<file path="src/hw/rtl/pdc_pkg.sv">
// pdc_pkg: shared widths, reset values, register codes and structs for the
// pid drive controller. No dependencies; imported by every pdc module.
`timescale 1ns / 1ps
`default_nettype none

package pdc_pkg;

  localparam int unsigned POS_WIDTH_DEF = 24;
  localparam int unsigned MOTORS_DEF    = 3;
  localparam int unsigned POS_FIELDS    = 3;   // position ports per side

  localparam int unsigned ERR_W  = 26;
  localparam int unsigned ACC_W  = 32;
  localparam int unsigned GAIN_W = 32;
  localparam int unsigned ILIM_W = 31;
  localparam int unsigned PLIM_W = 11;
  localparam int unsigned PWR_W  = 12;
  localparam int unsigned FRAC_W = 24;         // gain fraction bits

  localparam int unsigned APB_AW = 5;
  localparam int unsigned APB_DW = 32;

  localparam logic [GAIN_W-1:0] GAIN_P_RST = 32'd1174405;
  localparam logic [GAIN_W-1:0] GAIN_I_RST = 32'd2181;
  localparam logic [GAIN_W-1:0] GAIN_D_RST = 32'd209715;
  localparam logic [ILIM_W-1:0] ILIM_RST   = 31'd80000;
  localparam logic [PLIM_W-1:0] PLIM_RST   = 11'd536;

  typedef enum logic [2:0] {
    REG_GAIN_P    = 3'd0,
    REG_GAIN_I    = 3'd1,
    REG_GAIN_D    = 3'd2,
    REG_INT_LIMIT = 3'd3,
    REG_PWR_LIMIT = 3'd4
  } reg_idx_t;

  typedef struct packed {
    logic [GAIN_W-1:0] gain_p;
    logic [GAIN_W-1:0] gain_i;
    logic [GAIN_W-1:0] gain_d;
    logic [ILIM_W-1:0] integral_limit;
    logic [PLIM_W-1:0] power_limit;
  } pdc_cfg_t;

  typedef struct packed {
    logic active;   // setpoint non-zero
    logic clear;
    logic turn;
  } pdc_flags_t;

endpackage

`default_nettype wire

</file>
<file path="src/hw/rtl/pdc_meas.sv">
// pdc_meas: input register, position averaging and error forming (four stages).
// Depends on pdc_pkg.
`timescale 1ns / 1ps
`default_nettype none

module pdc_meas #(
  parameter int unsigned POS_WIDTH       = pdc_pkg::POS_WIDTH_DEF,
  parameter int unsigned MOTORS_PER_SIDE = pdc_pkg::MOTORS_DEF
) (
  input  wire                        clk,
  input  wire                        rst_n,
  input  wire                        adv,
  input  wire                        in_valid,
  input  wire [POS_WIDTH-1:0]        setpoint,
  input  wire [POS_WIDTH-1:0]        left_pos_a,
  input  wire [POS_WIDTH-1:0]        left_pos_b,
  input  wire [POS_WIDTH-1:0]        left_pos_c,
  input  wire [POS_WIDTH-1:0]        right_pos_a,
  input  wire [POS_WIDTH-1:0]        right_pos_b,
  input  wire [POS_WIDTH-1:0]        right_pos_c,
  input  wire                        clear_request,
  input  wire                        turning_mode,
  output logic                       vld_o,
  output pdc_pkg::pdc_flags_t        flags_o,
  output logic [pdc_pkg::ERR_W-1:0]  err_o
);
  import pdc_pkg::*;

  localparam int unsigned PW     = POS_WIDTH;
  localparam int unsigned N_USED = (MOTORS_PER_SIDE > 3) ? 3 :
                                   ((MOTORS_PER_SIDE < 1) ? 1 : MOTORS_PER_SIDE);
  localparam int unsigned SUM_W  = PW + 3;
  localparam int unsigned MAG_W  = PW + 1;
  localparam int unsigned SH_T   = (N_USED == 2) ? 1 : 0;
  localparam int unsigned SH_S   = (N_USED == 2) ? 2 : 1;
  localparam bit          DIV3   = (N_USED == 3);
  localparam int unsigned SHIFT_S = MAG_W + 2;
  localparam int unsigned RW     = MAG_W + 1;
  localparam int unsigned LO_W   = (MAG_W + 1) / 2;
  localparam int unsigned HI_W   = MAG_W - LO_W;
  localparam int unsigned FULL_W = MAG_W + RW + 1;
  localparam int unsigned DW     = PW + 2;
  localparam int unsigned EXT_W  = ((DW > ERR_W) ? DW : ERR_W) + 1;
  // ceil(2^SHIFT_S / 3): exact floor division for any MAG_W-bit value
  localparam logic [RW-1:0] RECIP = RW'(((64'd1 << SHIFT_S) + 64'd2) / 64'd3);
  localparam logic signed [EXT_W-1:0] ERR_HI =
    {{(EXT_W-ERR_W+1){1'b0}}, {(ERR_W-1){1'b1}}};
  localparam logic signed [EXT_W-1:0] ERR_LO =
    {{(EXT_W-ERR_W+1){1'b1}}, {(ERR_W-1){1'b0}}};

  // stage 0: input register
  logic             v0_r;
  logic [PW-1:0]    sp0_r;
  logic [PW-1:0]    lp0_r [POS_FIELDS];
  logic [PW-1:0]    rp0_r [POS_FIELDS];
  logic             clr0_r;
  logic             turn0_r;

  always_ff @(posedge clk) begin
    if (!rst_n) begin
      v0_r <= 1'b0;
    end else if (adv) begin
      v0_r <= in_valid;
    end
  end

  always_ff @(posedge clk) begin
    if (adv) begin
      sp0_r    <= setpoint;
      lp0_r[0] <= left_pos_a;
      lp0_r[1] <= left_pos_b;
      lp0_r[2] <= left_pos_c;
      rp0_r[0] <= right_pos_a;
      rp0_r[1] <= right_pos_b;
      rp0_r[2] <= right_pos_c;
      clr0_r   <= clear_request;
      turn0_r  <= turning_mode;
    end
  end

  // stage 1: side sums and magnitude to divide
  logic [SUM_W-1:0] lsum;
  logic [SUM_W-1:0] rsum;
  logic [SUM_W-1:0] tot;
  logic [SUM_W-1:0] r_abs;
  logic [SUM_W-1:0] t_abs;
  logic [SUM_W-1:0] r_sh;
  logic [SUM_W-1:0] t_sh;
  logic [MAG_W-1:0] mag_nxt;
  logic             neg_nxt;

  always_comb begin
    lsum = '0;
    rsum = '0;
    for (int k = 0; k < N_USED; k++) begin
      lsum = lsum + {{(SUM_W-PW){lp0_r[k][PW-1]}}, lp0_r[k]};
      rsum = rsum + {{(SUM_W-PW){rp0_r[k][PW-1]}}, rp0_r[k]};
    end
    tot   = lsum + rsum;
    r_abs = rsum[SUM_W-1] ? (~rsum + 1'b1) : rsum;
    t_abs = tot[SUM_W-1] ? (~tot + 1'b1) : tot;
    r_sh  = r_abs >> SH_T;
    t_sh  = t_abs >> SH_S;
    if (turn0_r) begin
      mag_nxt = r_sh[MAG_W-1:0];
      neg_nxt = rsum[SUM_W-1];
    end else begin
      mag_nxt = t_sh[MAG_W-1:0];
      neg_nxt = tot[SUM_W-1];
    end
  end

  logic             v1_r;
  logic [MAG_W-1:0] mag1_r;
  logic             neg1_r;
  logic [PW-1:0]    sp1_r;
  pdc_flags_t       flags1_r;

  always_ff @(posedge clk) begin
    if (!rst_n) begin
      v1_r <= 1'b0;
    end else if (adv) begin
      v1_r <= v0_r;
    end
  end

  always_ff @(posedge clk) begin
    if (adv) begin
      mag1_r   <= mag_nxt;
      neg1_r   <= neg_nxt;
      sp1_r    <= sp0_r;
      flags1_r <= '{active: (sp0_r != '0), clear: clr0_r, turn: turn0_r};
    end
  end

  // stage 2: reciprocal multiply, split in two halves
  logic [LO_W+RW-1:0] plo_nxt;
  logic [HI_W+RW-1:0] phi_nxt;

  assign plo_nxt = mag1_r[LO_W-1:0] * RECIP;
  assign phi_nxt = mag1_r[MAG_W-1:LO_W] * RECIP;

  logic               v2_r;
  logic [LO_W+RW-1:0] plo2_r;
  logic [HI_W+RW-1:0] phi2_r;
  logic [MAG_W-1:0]   mag2_r;
  logic               neg2_r;
  logic [PW-1:0]      sp2_r;
  pdc_flags_t         flags2_r;

  always_ff @(posedge clk) begin
    if (!rst_n) begin
      v2_r <= 1'b0;
    end else if (adv) begin
      v2_r <= v1_r;
    end
  end

  always_ff @(posedge clk) begin
    if (adv) begin
      plo2_r   <= plo_nxt;
      phi2_r   <= phi_nxt;
      mag2_r   <= mag1_r;
      neg2_r   <= neg1_r;
      sp2_r    <= sp1_r;
      flags2_r <= flags1_r;
    end
  end

  // stage 3: quotient, sign, error and its saturation
  logic [FULL_W-1:0]       full;
  logic [FULL_W-1:0]       q_sh;
  logic [MAG_W-1:0]        quot;
  logic [DW-1:0]           quot_ext;
  logic [DW-1:0]           meas;
  logic [DW-1:0]           diff;
  logic signed [EXT_W-1:0] dx;
  logic signed [EXT_W-1:0] dsat;
  logic [ERR_W-1:0]        err_nxt;

  always_comb begin
    full     = FULL_W'({phi2_r, {LO_W{1'b0}}}) + FULL_W'(plo2_r);
    q_sh     = full >> SHIFT_S;
    quot     = DIV3 ? q_sh[MAG_W-1:0] : mag2_r;
    quot_ext = DW'(quot);
    meas     = neg2_r ? (~quot_ext + 1'b1) : quot_ext;
    diff     = {{(DW-PW){sp2_r[PW-1]}}, sp2_r} - meas;
    dx       = {{(EXT_W-DW){diff[DW-1]}}, diff};
    if (dx > ERR_HI) begin
      dsat = ERR_HI;
    end else if (dx < ERR_LO) begin
      dsat = ERR_LO;
    end else begin
      dsat = dx;
    end
    err_nxt = dsat[ERR_W-1:0];
  end

  always_ff @(posedge clk) begin
    if (!rst_n) begin
      vld_o <= 1'b0;
    end else if (adv) begin
      vld_o <= v2_r;
    end
  end

  always_ff @(posedge clk) begin
    if (adv) begin
      err_o   <= err_nxt;
      flags_o <= flags2_r;
    end
  end

endmodule

`default_nettype wire

</file>
<file path="config.mk">
export PLATFORM = sky130hd
export DESIGN_NAME = pdc_meas
export DESIGN_NICKNAME = d
export VERILOG_FILES = /design/src/hw/rtl/pdc_pkg.sv /design/src/hw/rtl/pdc_meas.sv
export SDC_FILE = /design/constraint.sdc
export NUM_CORES = 1
export LEC_CHECK = 0
export ABC_CLOCK_PERIOD_IN_PS = 8250
export BUFFER_PORTS_ARGS = -buffer_cell sky130_fd_sc_hd__buf_2
export CAP_MARGIN = 20
export CORE_MARGIN = 1.5
export CORE_UTILIZATION = 60
export CTS_BUF_LIST = sky130_fd_sc_hd__clkbuf_4 sky130_fd_sc_hd__clkbuf_8
export CTS_CLUSTER_SIZE = 20
export DETAILED_ROUTE_END_ITERATION = 16
export PLACE_DENSITY = 0.86
export SETUP_SLACK_MARGIN = 0.4
export SLEW_MARGIN = 10
export SYNTH_ARGS = -nofsm -noshare
export SYNTH_HDL_FRONTEND = slang
export SYNTH_SLANG_ARGS = --single-unit
</file>
<file path="constraint.sdc">
create_clock -name clk -period 8.25 [get_ports clk]
set_input_delay 1.2375 -clock clk [delete_from_list [all_inputs] [get_ports clk]]
set_output_delay 1.2375 -clock clk [all_outputs]
set_load 0.05 [all_outputs]
</file>
==> reports/qor.txt, run 1 <==
startpoint types = register
Min Clock Period, post-route = 7.435 ns
Critical Path RT = 8.68 ns
most frequent cells in the layout = edfxtp_1, inv_1, ha_1, buf_2, fa_1
Worst Hold Path EP = sp2_r[22]$_DFFE_PP_
vias per cell = 5.818
root buffer cell = clkbuf_8
CP arrival = 7.86 ns
Worst Path Max Fanout = 9
Yosys reg bits = 348
Sinks on Clock Net = 348
average wire per standard cell = 17.40 µm
Fmax achieved = 134.5 MHz
CP endpoint kind = register
hold buffer count at cts = 0
predominant post-synthesis flop cell = edfxtp_1
die width = 209.2 µm
Final Max Tran Viols = 0
global-route wire length before repair = 85,610 µm
setup TNS = 0 ns
TritonCTS Buffers = 57
critical hold path startpoint = sp1_r[22]$_DFFE_PP_
Final Cycle Share = 0.9012
Post-Synth Simple-Gate Area = 0.08520
n_diodes = 0
main combinational cell family by area after synthesis = adder cells
grt ovf = 0
total number of vias = 17,530
vias in the first global route = 18,280
unrepaired setup endpoints after global routing = no
largest net degree at the start of global routing = 186
number of synthesized flops with an enable pin = 344
Synth async-reset ratio = 0
Initial Utilization = 0.6081
worst skew pair latency = 0.69 ns
Die Ht = 209.2 µm
PortBufs = 203
worst hold-check path type = reg -> reg
FF-to-FF End = mag1_r[5]$_DFFE_PP_
post_cts resized = 0
Worst Hold Depth = 0
CP Class = reg -> reg
residual DRC count = 0
Area Overhead vs Synth = 10.83%
initial antenna violation count = 0
Net count, final = 3,038
synth unique cells = 89
Avg Synthesized Cell Area = 11.64 µm²
IO Pins = 204
Post-Synth Adder-Cell Area = 0.2675
final core occ = 0.6739
mux contribution to synthesized area = 0.01167
Final setup viols = 0
Reg2Reg Depth = 26
Setup Buffers After CTS = 0
Worst-path clk slew = 0.06 ns
Row Count = 75
Overall Global Routing Usage = 0.2425
run status = completed
post-synthesis compound-gate area fraction = 0.1140
Layout Skew = 0.06198 ns
Maximum Capacitance Violations = 0
XOR/XNOR share of the synthesized area = 0.06313
layout cells sized above 1 = 0.1342
most common library cell in the layout ignoring fill and taps = edfxtp_1
Mapped Area = 25,510 µm²
GPL Wtd Cong = 0.9189
htree depth = 2
DRT Wirelength = 52,420 µm
Warnings, synthesis = 0
Post-Syn Instances = 2,191
worst-case clock buffer depth = 3
Hold Vio Cnt, Final = 0
half-perimeter wire length after placement = 40,570 µm
Core Area = 41,950 µm²
DIE AREA = 43,760 µm²
relative slew slack = 0.3252
Fillers = 2,900
FF-to-FF Start = rp0_r[0][1]$_DFFE_PP_
actual slew at the worst max-slew pin = 1.012 ns
antenna viol nets, final = 0
Net Count, Synth = 2,803
reg2reg setup slack = 0.82 ns
Seq/Total Area, Yosys = 0.4081
Detailed Route Iter0 Violations = 1,102
drt first pass iters = 5
CTS tree = built
[layer usage]
metal / part of all wire / global-route usage / vias up
met5: 0 / 0 / -
met4: 0.028 / 0.08321 / 0
met3: 0.056 / 0.03577 / 123
met2: 0.52 / 0.4503 / 624
met1: 0.40 / 0.2859 / 8492
li1: - / - / 8286
[registers in the layout, summed over array words and instances (netlist names), 24 cells and up]
name and count:
sp2_r 24, sp0_r 24, plo2_r 26, phi2_r 38
sp1_r 24, rp0_r 72, err_o 26, mag1_r 25
lp0_r 72
[synthesized netlist by cell type, types with 31 or more instances]
master,instances,area (µm²)
nor3_1,31,155.2
inv_1,308,1156
ha_1,259,3241
a21oi_1,127,635.6
edfxtp_1,344,10330
nand3_1,34,170.2
xor2_1,69,604.3
fa_1,179,3583
a21o_1,47,352.8
o21ai_0,82,410.4
xnor2_1,113,989.7
nor2_1,96,360.4
nand2_1,100,375.4
[area by class of cell]
type	instances	area (µm²)	area share
tap	539	674.4	0.02386
clock buffer	65	844.6	0.02988
sequential	348	10410	0.3682
inverter	309	1160	0.04103
clock inverter	41	290.3	0.01027
timing repair buffer	208	1076	0.03806
multi-input combinational	1502	13810	0.4887
[logic make-up (layout without fill, tap and decap cells)]
| kind of cell | after synthesis | after routing |
|---|---|---|
| fa+ha+maj | 438 | 438 |
| compound gates | 438 | 438 |
| simple gates | 414 | 414 |
| flops | 348 | 348 |
| buf+inv | 341 | 623 |
| xor+xnor | 183 | 183 |
| mux | 29 | 29 |
[metrics by stage]
stage               cells  setup slack, ns  cell area [µm²]  hold slack (ns)
finish               3012           0.8154            28270           0.4136
global route         3012           0.5007            28270           0.4202
CTS                  3012           0.8776            28270           0.4159
detailed placement   2906           0.9508            27130           0.4045
global placement     2906            1.225            27130           0.4018
floorplan            2191            1.587            25510           0.4003
[worst max-delay path, stage by stage (launching register included)]
cell and delay [ns]:
edfxtp_1 0.39, fa_1 0.49, ha_1 0.27, fa_1 0.44, a211oi_1 0.40, o21ai_0 0.29, nand4_1 0.20, and2_1 0.17
o2bb2ai_1 0.20, xor2_1 0.20, inv_1 0.10, fa_1 0.49, inv_1 0.06, fa_1 0.50, inv_1 0.04, ha_1 0.35
a21o_1 0.22, a21o_1 0.18, a21o_1 0.19, o21a_1 0.18, a211o_1 0.31, a2111oi_4 0.42, nor3_1 0.12, or3_1 0.50
nand2_1 0.15, xor2_1 0.21, mux2i_1 0.11
[how the worst max path moves through the flow]
stage,end,startpoint,cells past startpoint
CTS,mag1_r[5]$_DFFE_PP_,rp0_r[0][1]$_DFFE_PP_,26
global placement,mag1_r[19]$_DFFE_PP_,rp0_r[0][1]$_DFFE_PP_,26
detailed placement,mag1_r[19]$_DFFE_PP_,rp0_r[0][1]$_DFFE_PP_,26
floorplan,mag1_r[20]$_DFFE_PP_,rp0_r[0][1]$_DFFE_PP_,27
global route,mag1_r[19]$_DFFE_PP_,rp0_r[0][1]$_DFFE_PP_,26
finish,mag1_r[5]$_DFFE_PP_,rp0_r[0][1]$_DFFE_PP_,26
Power of run 1 is left out: the tool's default activity adds up to more than one toggle a clock period on the data nets, which glitch-free logic cannot reach.
==> run 2: changes to the inputs <==
--- a/config.mk
+++ b/config.mk
@@ -8,12 +8,14 @@
 export ABC_CLOCK_PERIOD_IN_PS = 8250
 export BUFFER_PORTS_ARGS = -buffer_cell sky130_fd_sc_hd__buf_2
 export CAP_MARGIN = 20
+export CELL_PAD_IN_SITES_DETAIL_PLACEMENT = 1
+export CELL_PAD_IN_SITES_GLOBAL_PLACEMENT = 1
 export CORE_MARGIN = 1.5
-export CORE_UTILIZATION = 60
-export CTS_BUF_LIST = sky130_fd_sc_hd__clkbuf_4 sky130_fd_sc_hd__clkbuf_8
+export CORE_UTILIZATION = 51
+export CTS_BUF_LIST = sky130_fd_sc_hd__clkbuf_8
 export CTS_CLUSTER_SIZE = 20
 export DETAILED_ROUTE_END_ITERATION = 16
-export PLACE_DENSITY = 0.86
+export PLACE_DENSITY = 0.89
 export SETUP_SLACK_MARGIN = 0.4
 export SLEW_MARGIN = 10
 export SYNTH_ARGS = -nofsm -noshare
==> reports/qor.txt, run 2 (synthesis results as in run 1) <==
top layer in use = met4
Worst Path Max Fanout = 5 (-4)
startpoint types = register
CP arrival = 7.93 ns (+0.07 ns)
htree depth = 2 (unchanged)
Overall Global Routing Usage = 0.2739 (+0.03136)
unrepaired setup endpoints after global routing = no
Net count, final = 3,045 (+0.23%)
Detailed Route Iter0 Violations = 911 (-17%)
DRT Wirelength = 68,570 µm (+31%)
run status = completed
fin area = 28,570 µm² (+1.0%)
worst-case clock buffer depth = 3 (unchanged)
n_diodes = 0 (unchanged)
Core Area = 49,150 µm² (+17%)
global-route wire length before repair = 109,600 µm (+28%)
average wire per standard cell = 21.81 µm (+25%)
die width = 226.6 µm (+8.3%)
root buffer cell = clkbuf_8
Final Cycle Share = 0.9094 (+0.008217)
drt first pass iters = 4 (-1)
CTS tree = built
antenna viol nets, final = 0 (unchanged)
Final setup viols = 0 (unchanged)
Area Overhead vs Synth = 11.99%
Detail Route met2 WL = 37,060 µm (+36%)
CP max stage delay = 0.51 ns (about the same)
CP Cell Sequence = fa_1, ha_1, fa_1, a211oi_1, o21ai_1, a21oi_2, nor3_1, o31a_1, fa_1, inv_1, fa_1, inv_1, ha_1, and3_1, nand2_1, and3b_1, o41ai_4, a21oi_1, xnor2_1, nand4bb_1, nor4_2, a31oi_1, xnor2_1, mux2_2
reg2reg setup slack = 0.75 ns (-0.07 ns)
hold buffer count at cts = 0 (unchanged)
Maximum Capacitance Violations = 0 (unchanged)
initial antenna violation count = 0 (unchanged)
IO Pins = 204 (unchanged)
GPL Wtd Cong = 0.8632 (-6.1%)
Worst-path clk slew = 0.07 ns (about the same)
vias per cell = 5.747 (-1.2%)
Die Ht = 226.6 µm (+8.3%)
actual slew at the worst max-slew pin = 1.027 ns (+0.01511 ns)
Post-Place Cell Area = 27,300 µm² (+0.60%)
layout cells sized above 1 = 0.1367 (+0.002444)
CP endpoint kind = register
most frequent cells in the layout = edfxtp_1, inv_1, ha_1, buf_2, fa_1
vias in the first global route = 20,680 (+13%)
met3 wire length = 2949 µm (+0.10%)
largest net degree at the start of global routing = 179 (-3.8%)
Row Count = 81 (+8.0%)
setup TNS = 0 ns (unchanged)
total number of vias = 18,070 (+3.1%)
DP Worst Slack = 0.7731 ns (-0.1777 ns)
Initial Utilization = 0.5190 (-0.08916)
most common library cell in the layout ignoring fill and taps = edfxtp_1
worst hold-check path type = reg -> reg
Largest regs = lp0_r x72, rp0_r x72, phi2_r x38
crit-path most repeated cell = fa_1
Final Max Tran Viols = 0 (unchanged)
final setup margin = 0.7476 ns (-0.06779 ns)
PortBufs = 203 (unchanged)
largest delay contributor family on the critical path = adder cells
DIE AREA = 51,370 µm² (+17%)
relative slew slack = 0.3151 (-0.01008)
Fillers = 5,169 (+78%)
Sinks on Clock Net = 348 (unchanged)
slowest CP cell = fa_1
Hold Vio Cnt, Final = 0 (unchanged)
Layout Skew = 0.06902 ns (+0.007041 ns)
Critical Path RT = 8.68 ns (about the same)
CP Class = reg -> reg
Min Clock Period, post-route = 7.502 ns (+0.06779 ns)
CP bufs+invs = 2 (-1)
grt ovf = 0 (unchanged)
TritonCTS Buffers = 60 (+5.3%)
residual DRC count = 0 (unchanged)
half-perimeter wire length after placement = 52,260 µm (+29%)
Fmax achieved = 133.3 MHz (-0.90%)
Metal-1 WL = 25,990 µm (+25%)
worst skew pair latency = 0.71 ns (+0.02 ns)
[run 2: cell count changes in the layout (fill, tap and decap cells not counted), moves of 2 or more]
cell | before | now
buf_4 | 4 | 8
inv_6 | 0 | 2
clkbuf_4 | 8 | 0
clkinv_1 | 25 | 10
inv_1 | 308 | 325
clkinv_2 | 7 | 11
bufinv_16 | 3 | 7
clkbuf_8 | 57 | 60
[run 2: cell type report]
| cell class | instances | area, µm² | share of cell area |
|---|---|---|---|
| Sequential cell | 348 | 10410 | 0.3644 |
| Inverter | 309 | 1160 | 0.04060 |
| Multi-Input combinational cell | 1502 | 13820 | 0.4839 |
| Timing Repair Buffer | 212 | 1106 | 0.03872 |
| Tap cell | 664 | 830.8 | 0.02908 |
| Clock buffer | 60 | 825.8 | 0.02891 |
| Clock inverter | 49 | 411.6 | 0.01441 |
[run 2: path summary, 6_finish.rpt]
check	depth (start not counted)	end	startpoint
max	24	mag1_r[23]$_DFFE_PP_	rp0_r[0][1]$_DFFE_PP_
min	0	neg2_r$_DFFE_PP_	neg1_r$_DFFE_PP_
max reg2reg	24	mag1_r[23]$_DFFE_PP_	rp0_r[0][1]$_DFFE_PP_
min reg2reg	0	neg2_r$_DFFE_PP_	neg1_r$_DFFE_PP_
[run 2: what timing repair did]
action,in CTS,in global routing
setup endpoints to repair,0,8
setup buffers,0,3
gates resized for setup,0,4
[run 2: worst register-to-register path, delay by kind of cell, from the launching register on]
family | cells | cell delay, ns
mux | 1 | 0.29
buf+inv | 2 | 0.09
flops | 1 | 0.40
compound gates | 7 | 2.09
xor+xnor | 2 | 0.45
simple gates | 6 | 1.29
fa+ha+maj | 6 | 2.60
[run 2: routing by layer]
layer,GRT usage,vias to the layer above
met4,0.1103,0
met2,0.5218,553
met3,0.03654,164
li1,-,8270
met1,0.3048,9081
met5,0,-
[run 2: through the flow]
step / utilization / hold WS (ns) / std cells
after floorplan: - / 0.4003 / 2191
after global placement: 0.5554 / 0.4033 / 3032
after detailed placement: 0.5554 / 0.4080 / 3032
after CTS: 0.5806 / 0.4156 / 3141
after global routing: 0.5812 / 0.4008 / 3144
final: 0.5812 / 0.4002 / 3144
Power of run 2 is left out for the same reason.
