===== src/hw/rtl/pdc_pkg.sv =====
// pdc_pkg: shared widths, reset values, register codes and structs for the
// pid drive controller. No dependencies; imported by every pdc module.
`timescale 1ns / 1ps
`default_nettype none

package pdc_pkg;

  localparam int unsigned POS_WIDTH_DEF = 24;
  localparam int unsigned MOTORS_DEF    = 3;
  localparam int unsigned POS_FIELDS    = 3;   // position ports per side

  localparam int unsigned ERR_W  = 26;
  localparam int unsigned ACC_W  = 32;
  localparam int unsigned GAIN_W = 32;
  localparam int unsigned ILIM_W = 31;
  localparam int unsigned PLIM_W = 11;
  localparam int unsigned PWR_W  = 12;
  localparam int unsigned FRAC_W = 24;         // gain fraction bits

  localparam int unsigned APB_AW = 5;
  localparam int unsigned APB_DW = 32;

  localparam logic [GAIN_W-1:0] GAIN_P_RST = 32'd1174405;
  localparam logic [GAIN_W-1:0] GAIN_I_RST = 32'd2181;
  localparam logic [GAIN_W-1:0] GAIN_D_RST = 32'd209715;
  localparam logic [ILIM_W-1:0] ILIM_RST   = 31'd80000;
  localparam logic [PLIM_W-1:0] PLIM_RST   = 11'd536;

  typedef enum logic [2:0] {
    REG_GAIN_P    = 3'd0,
    REG_GAIN_I    = 3'd1,
    REG_GAIN_D    = 3'd2,
    REG_INT_LIMIT = 3'd3,
    REG_PWR_LIMIT = 3'd4
  } reg_idx_t;

  typedef struct packed {
    logic [GAIN_W-1:0] gain_p;
    logic [GAIN_W-1:0] gain_i;
    logic [GAIN_W-1:0] gain_d;
    logic [ILIM_W-1:0] integral_limit;
    logic [PLIM_W-1:0] power_limit;
  } pdc_cfg_t;

  typedef struct packed {
    logic active;   // setpoint non-zero
    logic clear;
    logic turn;
  } pdc_flags_t;

endpackage

`default_nettype wire


===== src/hw/rtl/pdc_cfg.sv =====
// pdc_cfg: apb-style register file holding gains and limits.
// Depends on pdc_pkg.
`timescale 1ns / 1ps
`default_nettype none

module pdc_cfg (
  input  wire                         clk,
  input  wire                         rst_n,
  input  wire                         psel,
  input  wire                         penable,
  input  wire                         pwrite,
  input  wire [pdc_pkg::APB_AW-1:0]   paddr,
  input  wire [pdc_pkg::APB_DW-1:0]   pwdata,
  output logic [pdc_pkg::APB_DW-1:0]  prdata,
  output pdc_pkg::pdc_cfg_t           cfg_o
);
  import pdc_pkg::*;

  logic [GAIN_W-1:0] gain_p_r;
  logic [GAIN_W-1:0] gain_i_r;
  logic [GAIN_W-1:0] gain_d_r;
  logic [ILIM_W-1:0] ilim_r;
  logic [PLIM_W-1:0] plim_r;
  logic              wr_en;
  reg_idx_t          idx;

  assign wr_en = psel & penable & pwrite;
  assign idx   = reg_idx_t'(paddr[APB_AW-1:2]);

  always_ff @(posedge clk) begin
    if (!rst_n) begin
      gain_p_r <= GAIN_P_RST;
      gain_i_r <= GAIN_I_RST;
      gain_d_r <= GAIN_D_RST;
      ilim_r   <= ILIM_RST;
      plim_r   <= PLIM_RST;
    end else if (wr_en) begin
      unique case (idx)
        REG_GAIN_P:    gain_p_r <= pwdata[GAIN_W-1:0];
        REG_GAIN_I:    gain_i_r <= pwdata[GAIN_W-1:0];
        REG_GAIN_D:    gain_d_r <= pwdata[GAIN_W-1:0];
        REG_INT_LIMIT: ilim_r   <= pwdata[ILIM_W-1:0];
        REG_PWR_LIMIT: plim_r   <= pwdata[PLIM_W-1:0];
        default: ;
      endcase
    end
  end

  always_comb begin
    prdata = '0;
    unique case (idx)
      REG_GAIN_P:    prdata = APB_DW'(gain_p_r);
      REG_GAIN_I:    prdata = APB_DW'(gain_i_r);
      REG_GAIN_D:    prdata = APB_DW'(gain_d_r);
      REG_INT_LIMIT: prdata = APB_DW'(ilim_r);
      REG_PWR_LIMIT: prdata = APB_DW'(plim_r);
      default:       prdata = '0;
    endcase
  end

  assign cfg_o = '{gain_p: gain_p_r, gain_i: gain_i_r, gain_d: gain_d_r,
                   integral_limit: ilim_r, power_limit: plim_r};

endmodule

`default_nettype wire


===== config.mk =====
export PLATFORM = sky130hd
export DESIGN_NAME = pdc_cfg
export DESIGN_NICKNAME = d
export VERILOG_FILES = /design/src/hw/rtl/pdc_pkg.sv /design/src/hw/rtl/pdc_cfg.sv
export SDC_FILE = /design/constraint.sdc
export NUM_CORES = 1
export LEC_CHECK = 0
export BUFFER_PORTS_ARGS = -buffer_cell sky130_fd_sc_hd__buf_2
export CORE_MARGIN = 2
export CORE_UTILIZATION = 54
export CTS_BUF_LIST = sky130_fd_sc_hd__clkbuf_16
export DETAILED_ROUTE_END_ITERATION = 6
export GPL_TIMING_DRIVEN = 0
export HOLD_SLACK_MARGIN = 0.08
export PLACE_DENSITY_LB_ADDON = 0.05
export SYNTH_ARGS = -nofsm -noshare
export SYNTH_HDL_FRONTEND = slang
export SYNTH_SLANG_ARGS = --single-unit

===== constraint.sdc =====
create_clock -name clk -period 2.2 [get_ports clk]
set_clock_uncertainty 0.05 [all_clocks]
set_input_delay 0.11 -clock clk [delete_from_list [all_inputs] [get_ports clk]]
set_output_delay 0.11 -clock clk [all_outputs]
set_load 0.005 [all_outputs]

==> results of run 1 <==
==> layer usage <==
layer	vias up	share of wire, %	routed length [um]
met1	2981	40	8720
met5	-	0	0
met3	65	8.7	1900
li1	2735	-	-
met2	355	47	10300
met4	0	3.7	810
==> cells by family after synthesis <==
group | Yosys count | synth area share (%)
buffers and inverters | 77 | 5.90
and+or+nand+nor | 216 | 16.0
muxes | 148 | 27.8
DFF | 138 | 43.9
AOI/OAI and AO/OA | 57 | 6.48
==> cell usage after synthesis (2+ instances only) <==
| cell type | instances |
|---|---|
| a21oi_1 | 2 |
| a22oi_1 | 20 |
| buf_2 | 15 |
| buf_4 | 11 |
| buf_6 | 3 |
| clkbuf_1 | 24 |
| dfxtp_1 | 138 |
| inv_1 | 23 |
| mux2_2 | 12 |
| mux2i_1 | 116 |
| mux4_2 | 20 |
| nand2_1 | 139 |
| nand3_1 | 22 |
| nor2b_1 | 43 |
| o211ai_1 | 22 |
| o22ai_1 | 11 |
==> how the worst max path moves through the flow <==
stage                     slack (ns)  depth (start not counted)  startpoint                     end
after CTS                       0.34                          7      pwrite  plim_r[3]$_SDFFE_PN1P_
after floorplan                 0.95                          5    paddr[2]              prdata[18]
final                           0.28                          7      pwrite  plim_r[3]$_SDFFE_PN1P_
after global placement          0.38                          7    paddr[3]               prdata[2]
after detailed placement        0.37                          7    paddr[3]               prdata[2]
after global routing            0.24                          7      pwrite  plim_r[3]$_SDFFE_PN1P_
==> report_power, final <==
group          leakage, nW  internal [mW]  total (mW)  switching (mW)
Combinational         2.82          0.204       0.496           0.292
Clock                0.294           1.74        2.79            1.06
Sequential            1.11           2.52        2.54          0.0171
==> flip-flops by register name, indices dropped and copies added (netlist names) <==
name      flops
plim_r       11
gain_p_r     32
gain_i_r     32
ilim_r       31
gain_d_r     32
==> timing repair <==
item | 4_1_cts | 5_1_grt
setup endpoints to repair | 0 | 0
hold endpoints to repair | 138 | 0
buffers inserted | 0 | 0
hold buffers | 35 | 0
==> area by class of cell <==
| type | count | share of cell area (%) |
|---|---|---|
| clock buffer | 17 | 5.05 |
| sequential | 138 | 32.8 |
| timing repair buffer | 242 | 16.5 |
| clock inverter | 15 | 1.68 |
| inverter | 23 | 1.02 |
| buffer | 54 | 3.39 |
| tap | 143 | 2.12 |
| multi-input combinational | 421 | 37.5 |
==> worst reg2reg max path: cells and delay by family (launching register included) <==
family | cells | cell delay [ns]
AOI/OAI and AO/OA | 2 | 0.20
buffers and inverters | 1 | 0.62
DFF | 1 | 0.34
==> layout by cell type (no fill, tap or decap), types with 2 or more instances in the layout <==
master | synthesis | routed
a21oi_1 | 2 | 2
a22oi_1 | 20 | 20
buf_2 | 15 | 222
buf_4 | 11 | 11
buf_6 | 3 | 3
bufinv_16 | 0 | 3
clkbuf_1 | 24 | 24
clkbuf_16 | 0 | 17
clkinv_1 | 0 | 4
clkinv_2 | 0 | 5
dfxtp_1 | 138 | 138
dlygate4sd3_1 | 0 | 35
inv_1 | 23 | 26
mux2_2 | 12 | 12
mux2i_1 | 116 | 116
mux4_2 | 20 | 20
nand2_1 | 139 | 139
nand3_1 | 22 | 22
nor2b_1 | 43 | 43
o211ai_1 | 22 | 22
o22ai_1 | 11 | 11
==> key figures, run 1 <==
Hold path
  • Start point of the worst hold path: paddr[2]
  • Hold Path Cell Cnt: 4
  • Worst Hold Class: input port to flip-flop
  • Endpoint, Worst Hold: gain_d_r[0]$_SDFFE_PN1P_

STA
  • Final setup fails: 0
  • Setup ws final: around 0.28 ns
  • RSZ-0062 raised after global routing: false
  • Final period util: 87.3%
  • Tightest Pin Transition: roughly 0.78 ns
  • Max Clk Rate: between 0.5 and 0.6 GHz
  • Endpoints failing hold: 0
  • Total negative slack: 0 ns
  • Post-route minimum period: around 1.9 ns
  • Fin. max-slew vios: 0
  • Slew HR: between 40 and 50%
  • Hold_ws: about 0.13 ns

Logic synthesis
  • Syn_nets: roughly 680
  • Syn_area_per_cell: 9.90 um2
  • Post-Syn Area: 0.00629 mm2
  • Post-synth top area cell: dfxtp_1
  • Largest cells by area after synthesis: dfxtp_1 44%, mux2i_1 18%, nand2_1 8.3%
  • Synth Flop Type: dfxtp_1
  • Top cell type's share of synthesized area: 43.9%
  • EDFF count, synth: 0
  • Synth warn: 0
  • Ys async rst share: 0%
  • Sequential area share after synthesis: 43.9%
  • Synth Instances: approximately 640
  • Post-synth cell types: 31
  • Yosys reg bits: roughly 140

Die
  • Row cnt: 39
  • Boundary pin count: between 200 and 250
  • Starting density of the core: 55.1%
  • Placeable Area: 0.0114 mm2
  • Die Span X: between 100 and 150 um
  • Chip height: 112 um
  • Die area: between 0.01 and 0.015 mm2

Layout
  • Antenna fix cells: 0
  • Register area: between 0.002 and 0.003 mm2
  • Area growth, synth to finish: 33.9%
  • Multi-input gate area: roughly 0.0032 mm2
  • Final Core Density: between 70% and 80%
  • Nets: approximately 940
  • Layout cell share with drive strength beyond 1: 32.7%
  • Fin cells: roughly 1,100
  • Finished Cell Area: ~0.0084 mm2
  • # fillers: between 800 and 900

Global routing
  • Grt total ovfl: 0
  • M2 GR Usage: a little under three fifths
  • Overall routing resource usage: about a third
  • First-pass GRT wire length: roughly 33 mm
  • Vias in the first global route: 6,072
  • Initial antenna violation count: 0
  • Met3 Usage GRT: a little under 8%
  • Pin count of the biggest net entering global routing: 17
  • M1 GR Usage: a little over two fifths
  • GRT Max-Usage Layer: met2

Routing
  • DR iter-0 viols: 545
  • Final Routed Wirelength: 21.8 mm
  • DRC Markers: 0
  • Routed via count: about 6,100
  • Final ANT Viol Nets: 0
  • Vias per std cell: between 5 and 6
  • Routed wire per std cell: 20.7 um
  • Pre-Repair DR Iteration Count: 6

Placed design
  • Post-DP Area: ~0.0075 mm2
  • Worst slack, placed: around 0.37 ns
  • HPWL Detailed: 14.7 mm
  • Dpl cells: approximately 1,000
  • IO Port Bufs: ~210
  • Gpl congestion: 0.871

Worst setup path
  • Kind of critical path: input port to flip-flop
  • Worst Path Arrival: between 2 and 2.5 ns
  • Worst Setup End Kind: flip-flop
  • R2R Path End: plim_r[3]$_SDFFE_PN1P_
  • Buf/Inv on CP: 4
  • CP Cell Sequence: dlygate4sd3_1 -> buf_2 -> nand4_1 -> or3_1 -> buf_4 -> o211ai_1 -> dlygate4sd3_1
  • Crit path max-delay cell type: dlygate4sd3_1
  • Reg2reg path depth: 3
  • WP data required: 2.51 ns
  • Worst R2R Start: plim_r[3]$_SDFFE_PN1P_
  • Reg2reg setup slack: 0.88 ns
  • Setup crit start kind: input port
  • Worst-path fanout max: 10
  • Crit path top cell by count: dlygate4sd3_1
  • Worst path max stage delay: a little under 0.6 ns
  • Crit path max-delay family: buffers and inverters

Clock network
  • Root Buffer: clkbuf_16
  • CTS tree: yes
  • Number of CTS-inserted buffers: 17
  • CTS Buffer Depth: 2
  • Clock latency on the worst-skew pair: 0.42 ns
  • Clk slew on worst S/H paths: 0.06 ns
  • CTS resizes: 0
  • Clock Sinks: about 140
  • H-tree Lvls: 4

Power
  • Total leakage power: 4.23 nW
  • PwrDens: between 600 and 700 mW/mm2
  • Total Power: slightly below 6 mW
  • Max IR drop VDD: 599 uV

Flow run
  • Max Cap Violations: 0

Run status
  • Status: finished clean
Power figures use the tool's default switching activity.
==> inputs of run 2 (changes only) <==
- PLACE_DENSITY: unset -> 0.91
- PLACE_DENSITY_LB_ADDON: 0.05 -> unset
==> run 2 against run 1 <==
Compared with the run above:
- non-clock buffer count is 3 lower
- register-to-register slack better by 0.54 ns
- setup slack got worse by 0.18 ns
- critical path type is now input port to primary output
==> key figures, run 2 (synthesis results as in run 1) <==
Clock network
  • CTS tree: yes
  • CTS Buffer Depth: 2
  • Clock Sinks: around 140
  • Clock latency on the worst-skew pair: between 0.4 and 0.5 ns
  • Setup bufs post-CTS: 0
  • Root Buffer: clkbuf_16
  • Clk slew on worst S/H paths: ~0.050 ns
  • Number of CTS-inserted buffers: 17
  • H-tree Lvls: 4

Die
  • Starting density of the core: a little under three fifths
  • Chip height: between 100 and 150 um
  • Boundary pin count: between 200 and 250
  • Die Span X: 112 um
  • Placeable Area: approximately 0.011 mm2
  • Row cnt: 39
  • Die area: 0.0125 mm2

Power
  • Sw Ratio: 24.3%
  • Total leakage power: ~4.2 nW
  • Comb power frac: between 8 and 9%
  • Max IR drop VDD: approximately 430 uV
  • Clock Power Share: 47.4%
  • Internal power: approximately 4.4 mW
  • Reg power frac: between 40% and 50%
  • Switching Power: 1.40 mW
  • PwrDens: 687 mW/mm2

Layout
  • Most frequent cells in the layout: 222 x buf_2, 139 x nand2_1, 138 x dfxtp_1, 116 x mux2i_1, 43 x nor2b_1
  • Final Core Density: roughly three quarters
  • # fillers: a little over 800
  • Area growth, synth to finish: 33.3%
  • Top Registers: gain_d_r x32, gain_i_r x32, gain_p_r x32
  • Nets: roughly 940
  • Multi-input gate area: around 0.0032 mm2
  • Layout cell share with drive strength beyond 1: between 30 and 40%
  • Register area: between 0.002 and 0.003 mm2
  • Most common cell after layout, fill and taps aside: buf_2
  • Finished Cell Area: 0.00839 mm2
  • Antenna fix cells: 0

Worst setup path
  • CP Cell Sequence: buf_2 -> buf_2 -> buf_2 -> buf_2 -> a22oi_1 -> o22ai_1 -> buf_2
  • Setup crit start kind: input port
  • Worst-path fanout max: 10
  • Reg2reg setup slack: approximately 1.4 ns
  • Worst Setup End Kind: primary output
  • WP data required: 2.04 ns
  • Worst R2R Start: gain_d_r[12]$_SDFFE_PN1P_
  • Crit path max-delay cell type: buf_2
  • Worst Path Arrival: between 1.5 and 2 ns
  • Reg2reg path depth: 2
  • R2R Path End: gain_d_r[12]$_SDFFE_PN1P_
  • Buf/Inv on CP: 5
  • Crit path top cell by count: buf_2
  • Kind of critical path: input port to primary output
  • Crit path max-delay family: buffers and inverters
  • Worst path max stage delay: 0.36 ns

Placed design
  • Worst slack, placed: about 0.25 ns
  • Post-DP Area: approximately 0.0075 mm2
  • IO Port Bufs: about 210
  • Gpl congestion: 0.861
  • HPWL Detailed: 14.9 mm

STA
  • RSZ-0062 raised after global routing: false
  • Total negative slack: 0 ns
  • Final period util: between 90% and 100%
  • Fin. max-slew vios: 0
  • Slew HR: approximately 46%
  • Max Clk Rate: 0.476 GHz
  • Final setup fails: 0
  • Tightest Pin Transition: a little over 0.8 ns
  • Endpoints failing hold: 0
  • Setup ws final: 0.100 ns
  • Post-route minimum period: 2.10 ns

Global routing
  • Initial antenna violation count: 0
  • First-pass GRT wire length: between 30 and 40 mm
  • Grt total ovfl: 0
  • Pin count of the biggest net entering global routing: 17
  • Overall routing resource usage: a little over a third
  • Vias in the first global route: just over 6,000

Hold path
  • Hold Path Cell Cnt: 3
  • Endpoint, Worst Hold: plim_r[10]$_SDFFE_PN0P_
  • Start point of the worst hold path: paddr[2]
  • Worst Hold Class: input port to flip-flop

Routing
  • Pre-Repair DR Iteration Count: 5
  • Vias per std cell: 5.81
  • DR iter-0 viols: about 570
  • Final Routed Wirelength: 22.1 mm
  • Routed via count: between 6,000 and 7,000
  • Final ANT Viol Nets: 0
  • DRC Markers: 0
  • Routed wire per std cell: approximately 21 um

Run status
  • Status: finished clean

Flow run
  • Max Cap Violations: 0
[run 2: worst reg2reg max path: stages (launching register included)]
cell and delay, ns:
dfxtp_1 0.36, inv_1 0.06, o211ai_1 0.22
[run 2: routing by layer]
metal	wire length, um	GRT usage [%]	share of wire (%)	vias to the layer above
met5	0	0	0	-
met1	8660	44.9	39	2857
li1	-	-	-	2730
met4	726	14.2	3.3	0
met2	10500	57.0	48	429
met3	2170	8.27	9.8	74
[run 2: power by group through the flow]
| stage | registers (mW) | clock network [mW] | logic [mW] |
|---|---|---|---|
| 5_1_grt | 2.54 | 2.86 | 0.520 |
| 6_report | 2.54 | 2.73 | 0.490 |
| 2_1_floorplan | 2.59 | 0 | 0.246 |
| 4_1_cts | 2.54 | 2.73 | 0.481 |
| 3_3_place_gp | 2.59 | 0 | 0.425 |
| 3_5_place_dp | 2.59 | 0 | 0.435 |
[run 2: final cells by class]
class                      instances  area share [%]
buffer                            54            3.40
clock buffer                      17            5.07
clock inverter                    13            1.58
inverter                          23            1.03
multi-input combinational        421            37.7
sequential                       138            32.9
tap                              143            2.13
timing repair buffer             239            16.2
[run 2: how the worst max path moves through the flow]
stage                         from         end  slack, ns  depth (start not counted)
after floorplan           paddr[2]  prdata[18]       0.95                          5
after detailed placement  paddr[3]  prdata[10]       0.25                          7
after global placement    paddr[3]  prdata[10]       0.27                          7
final                     paddr[3]  prdata[10]       0.10                          7
after global routing      paddr[3]  prdata[10]       0.07                          7
after CTS                 paddr[3]  prdata[10]       0.25                          7
[run 2: metrics by stage]
| stage | power, mW | std cells | hold slack [ns] |
|---|---|---|---|
| after global routing | 5.92 | 1048 | 0.138 |
| final | 5.76 | 1048 | 0.108 |
| after global placement | 3.02 | 986 | 0.326 |
| after floorplan | 2.84 | 636 | 0.202 |
| after detailed placement | 3.03 | 986 | 0.343 |
| after CTS | 5.75 | 1048 | 0.0980 |
[run 2: timing repair]
| action | in CTS | in global routing |
|---|---|---|
| endpoints found under the setup margin | 0 | 0 |
| hold endpoints to repair | 138 | 0 |
| gates resized for setup | 0 | 0 |
| hold buffers | 32 | 0 |
==> inputs of run 3 (changes only) <==
- REMOVE_ABC_BUFFERS: unset -> 1
- SLEW_MARGIN: unset -> 20
==> run 3 against run 2 <==
Compared with the run above:
- core utilization is 0.39 points lower
- largest cell class unchanged
- wire length shrank 17%
- largest power group unchanged
- fmax increased by 2.2%
- worst hold slack worse by 0.0036 ns
- setup slack better by 0.046 ns
- sequential share of layout area grew 0.18 points
- cell count down 4.5%
- critical endpoint is now ilim_r[7]$_SDFFE_PN1P_
- global-route usage down 6.0 points
- count of clock-buffer cells in the layout unchanged
- register-to-register slack is essentially flat
==> key figures, run 3 (synthesis results as in run 1) <==
Layout
  • Fin cells: 1,001
  • Antenna fix cells: 0
  • Nets: about 890
  • Top Registers: gain_d_r x32, gain_i_r x32, gain_p_r x32
  • Most common cell after layout, fill and taps aside: buf_2
  • Most frequent cells in the layout: 205 x buf_2, 139 x nand2_1, 138 x dfxtp_1, 116 x mux2i_1, 40 x nor2b_1
  • Layout cell share with drive strength beyond 1: 33.0%
  • Area growth, synth to finish: 32.5%

Hold path
  • Worst Hold Class: input port to flip-flop
  • Start point of the worst hold path: rst_n

Routing
  • Vias per std cell: ~5.6
  • Routed via count: 5,623
  • DRC Markers: 0
  • Final Routed Wirelength: 18.3 mm
  • Routed wire per std cell: 18.3 um
  • Final ANT Viol Nets: 0
  • DR iter-0 viols: ~430
  • Pre-Repair DR Iteration Count: 5

Power
  • Max IR drop VDD: about 960 uV
  • PwrDens: around 740 mW/mm2
  • Total Power: 6.15 mW
  • Total leakage power: between 4 and 5 nW

Clock network
  • Clk slew on worst S/H paths: 0.06 ns
  • Number of CTS-inserted buffers: 17
  • Clock latency on the worst-skew pair: about 0.4 ns
  • CTS tree: yes
  • Root Buffer: clkbuf_16
  • CTS Buffer Depth: 2
  • Setup bufs post-CTS: 0
  • Clock Sinks: 138
  • H-tree Lvls: 4

STA
  • Fin. max-slew vios: 0
  • Max Clk Rate: between 0.4 and 0.5 GHz
  • Total negative slack: 0 ns
  • Tightest Pin Transition: between 0.8 and 0.9 ns
  • Final setup fails: 0
  • Endpoints failing hold: 0
  • Final period util: 93.4%
  • Slew HR: 41.7%
  • Post-route minimum period: between 2 and 2.5 ns
  • RSZ-0062 raised after global routing: false
  • Hold_ws: between 0.1 and 0.15 ns

Global routing
  • Overall routing resource usage: 28.9%
  • Vias in the first global route: about 5,600
  • Grt total ovfl: 0
  • Pin count of the biggest net entering global routing: 96
  • First-pass GRT wire length: approximately 29 mm
  • Initial antenna violation count: 0

Run status
  • Status: finished clean

Die
  • Starting density of the core: between 50% and 60%
  • Boundary pin count: between 200 and 250
  • Chip height: roughly 110 um
  • Placeable Area: between 0.01 and 0.015 mm2
  • Die Span X: between 100 and 150 um
  • Row cnt: 39
  • Die area: about 0.013 mm2

Placed design
  • IO Port Bufs: 209
  • Gpl congestion: roughly 0.8
  • HPWL Detailed: ~11 mm
  • Dpl cells: ~940

Flow run
  • Max Cap Violations: 0

Worst setup path
  • Setup crit start kind: input port
  • Buf/Inv on CP: 1
  • Crit path max-delay cell type: and4b_4
  • Worst path max stage delay: about 0.76 ns
  • Worst Setup End Kind: flip-flop
  • WP data required: 2.45 ns
  • Worst Path Arrival: approximately 2.3 ns
  • CP Launch Point: paddr[4]
  • Crit path max-delay family: simple AND/OR/NAND/NOR gates
  • CP Cell Sequence: clkbuf_4 -> and4b_4 -> nand3_4 -> mux2i_1
  • Worst-path fanout max: 39
  • Kind of critical path: input port to flip-flop
  • Worst R2R Start: plim_r[2]$_SDFFE_PN0P_
run 3: cell count changes in the layout (fill, tap and decap cells not counted), sizes merged:
cell / previous run / this run
buf: 237 / 212
clkinvlp: 6 / 0
clkinv: 4 / 7
bufinv: 2 / 6
clkbuf: 41 / 18
run 3: repair_timing:
action	4_1_cts	5_1_grt
endpoints found under the setup margin	30	44
gates resized for setup	3	3
endpoints found under the hold margin	138	0
hold buffers	32	0
cloned	0	0
run 3: layout make-up:
cell class              count  area, um2
flip-flops and latches    138       2760
inverters                  23       86.3
clock buffers              17        425
fillers                   781       3080
well taps                 143        179
multi-input cells         421       3200
clock inverters            14        226
repair buffers            245       1470
run 3: final timing paths:
path | cells past startpoint | slack [ns] | to
worst max-delay path | 4 | 0.15 | ilim_r[7]$_SDFFE_PN1P_
worst min-delay path | 2 | 0.10 | gain_p_r[7]$_SDFFE_PN1P_
worst max register to register | 2 | 1.43 | plim_r[2]$_SDFFE_PN0P_
worst min register to register | 2 | 0.42 | gain_i_r[25]$_SDFFE_PN0P_
run 3: per-layer routing:
metal	vias to the layer above	track usage (%)	part of all wire [%]
met2	250	50.7	51
met1	2716	35.2	42
li1	2633	-	-
met3	24	7.08	6.2
met4	0	8.70	1.6
met5	-	0	0
run 3: per-stage QoR:
step                setup slack (ns)  instance area [um2]  util, %
floorplan                     -0.299                 6010        -
global placement               -2.22                 7230     63.3
detailed placement            -0.794                 7350     64.3
CTS                           0.0164                 8330     72.9
global route                  0.0104                 8340     73.1
finish                         0.146                 8340     73.1
run 3: report_power, final:
group,switching (mW),total [mW],internal [mW]
logic,0.251,0.444,0.193
clock network,1.06,3.17,2.11
registers,0.0161,2.54,2.52
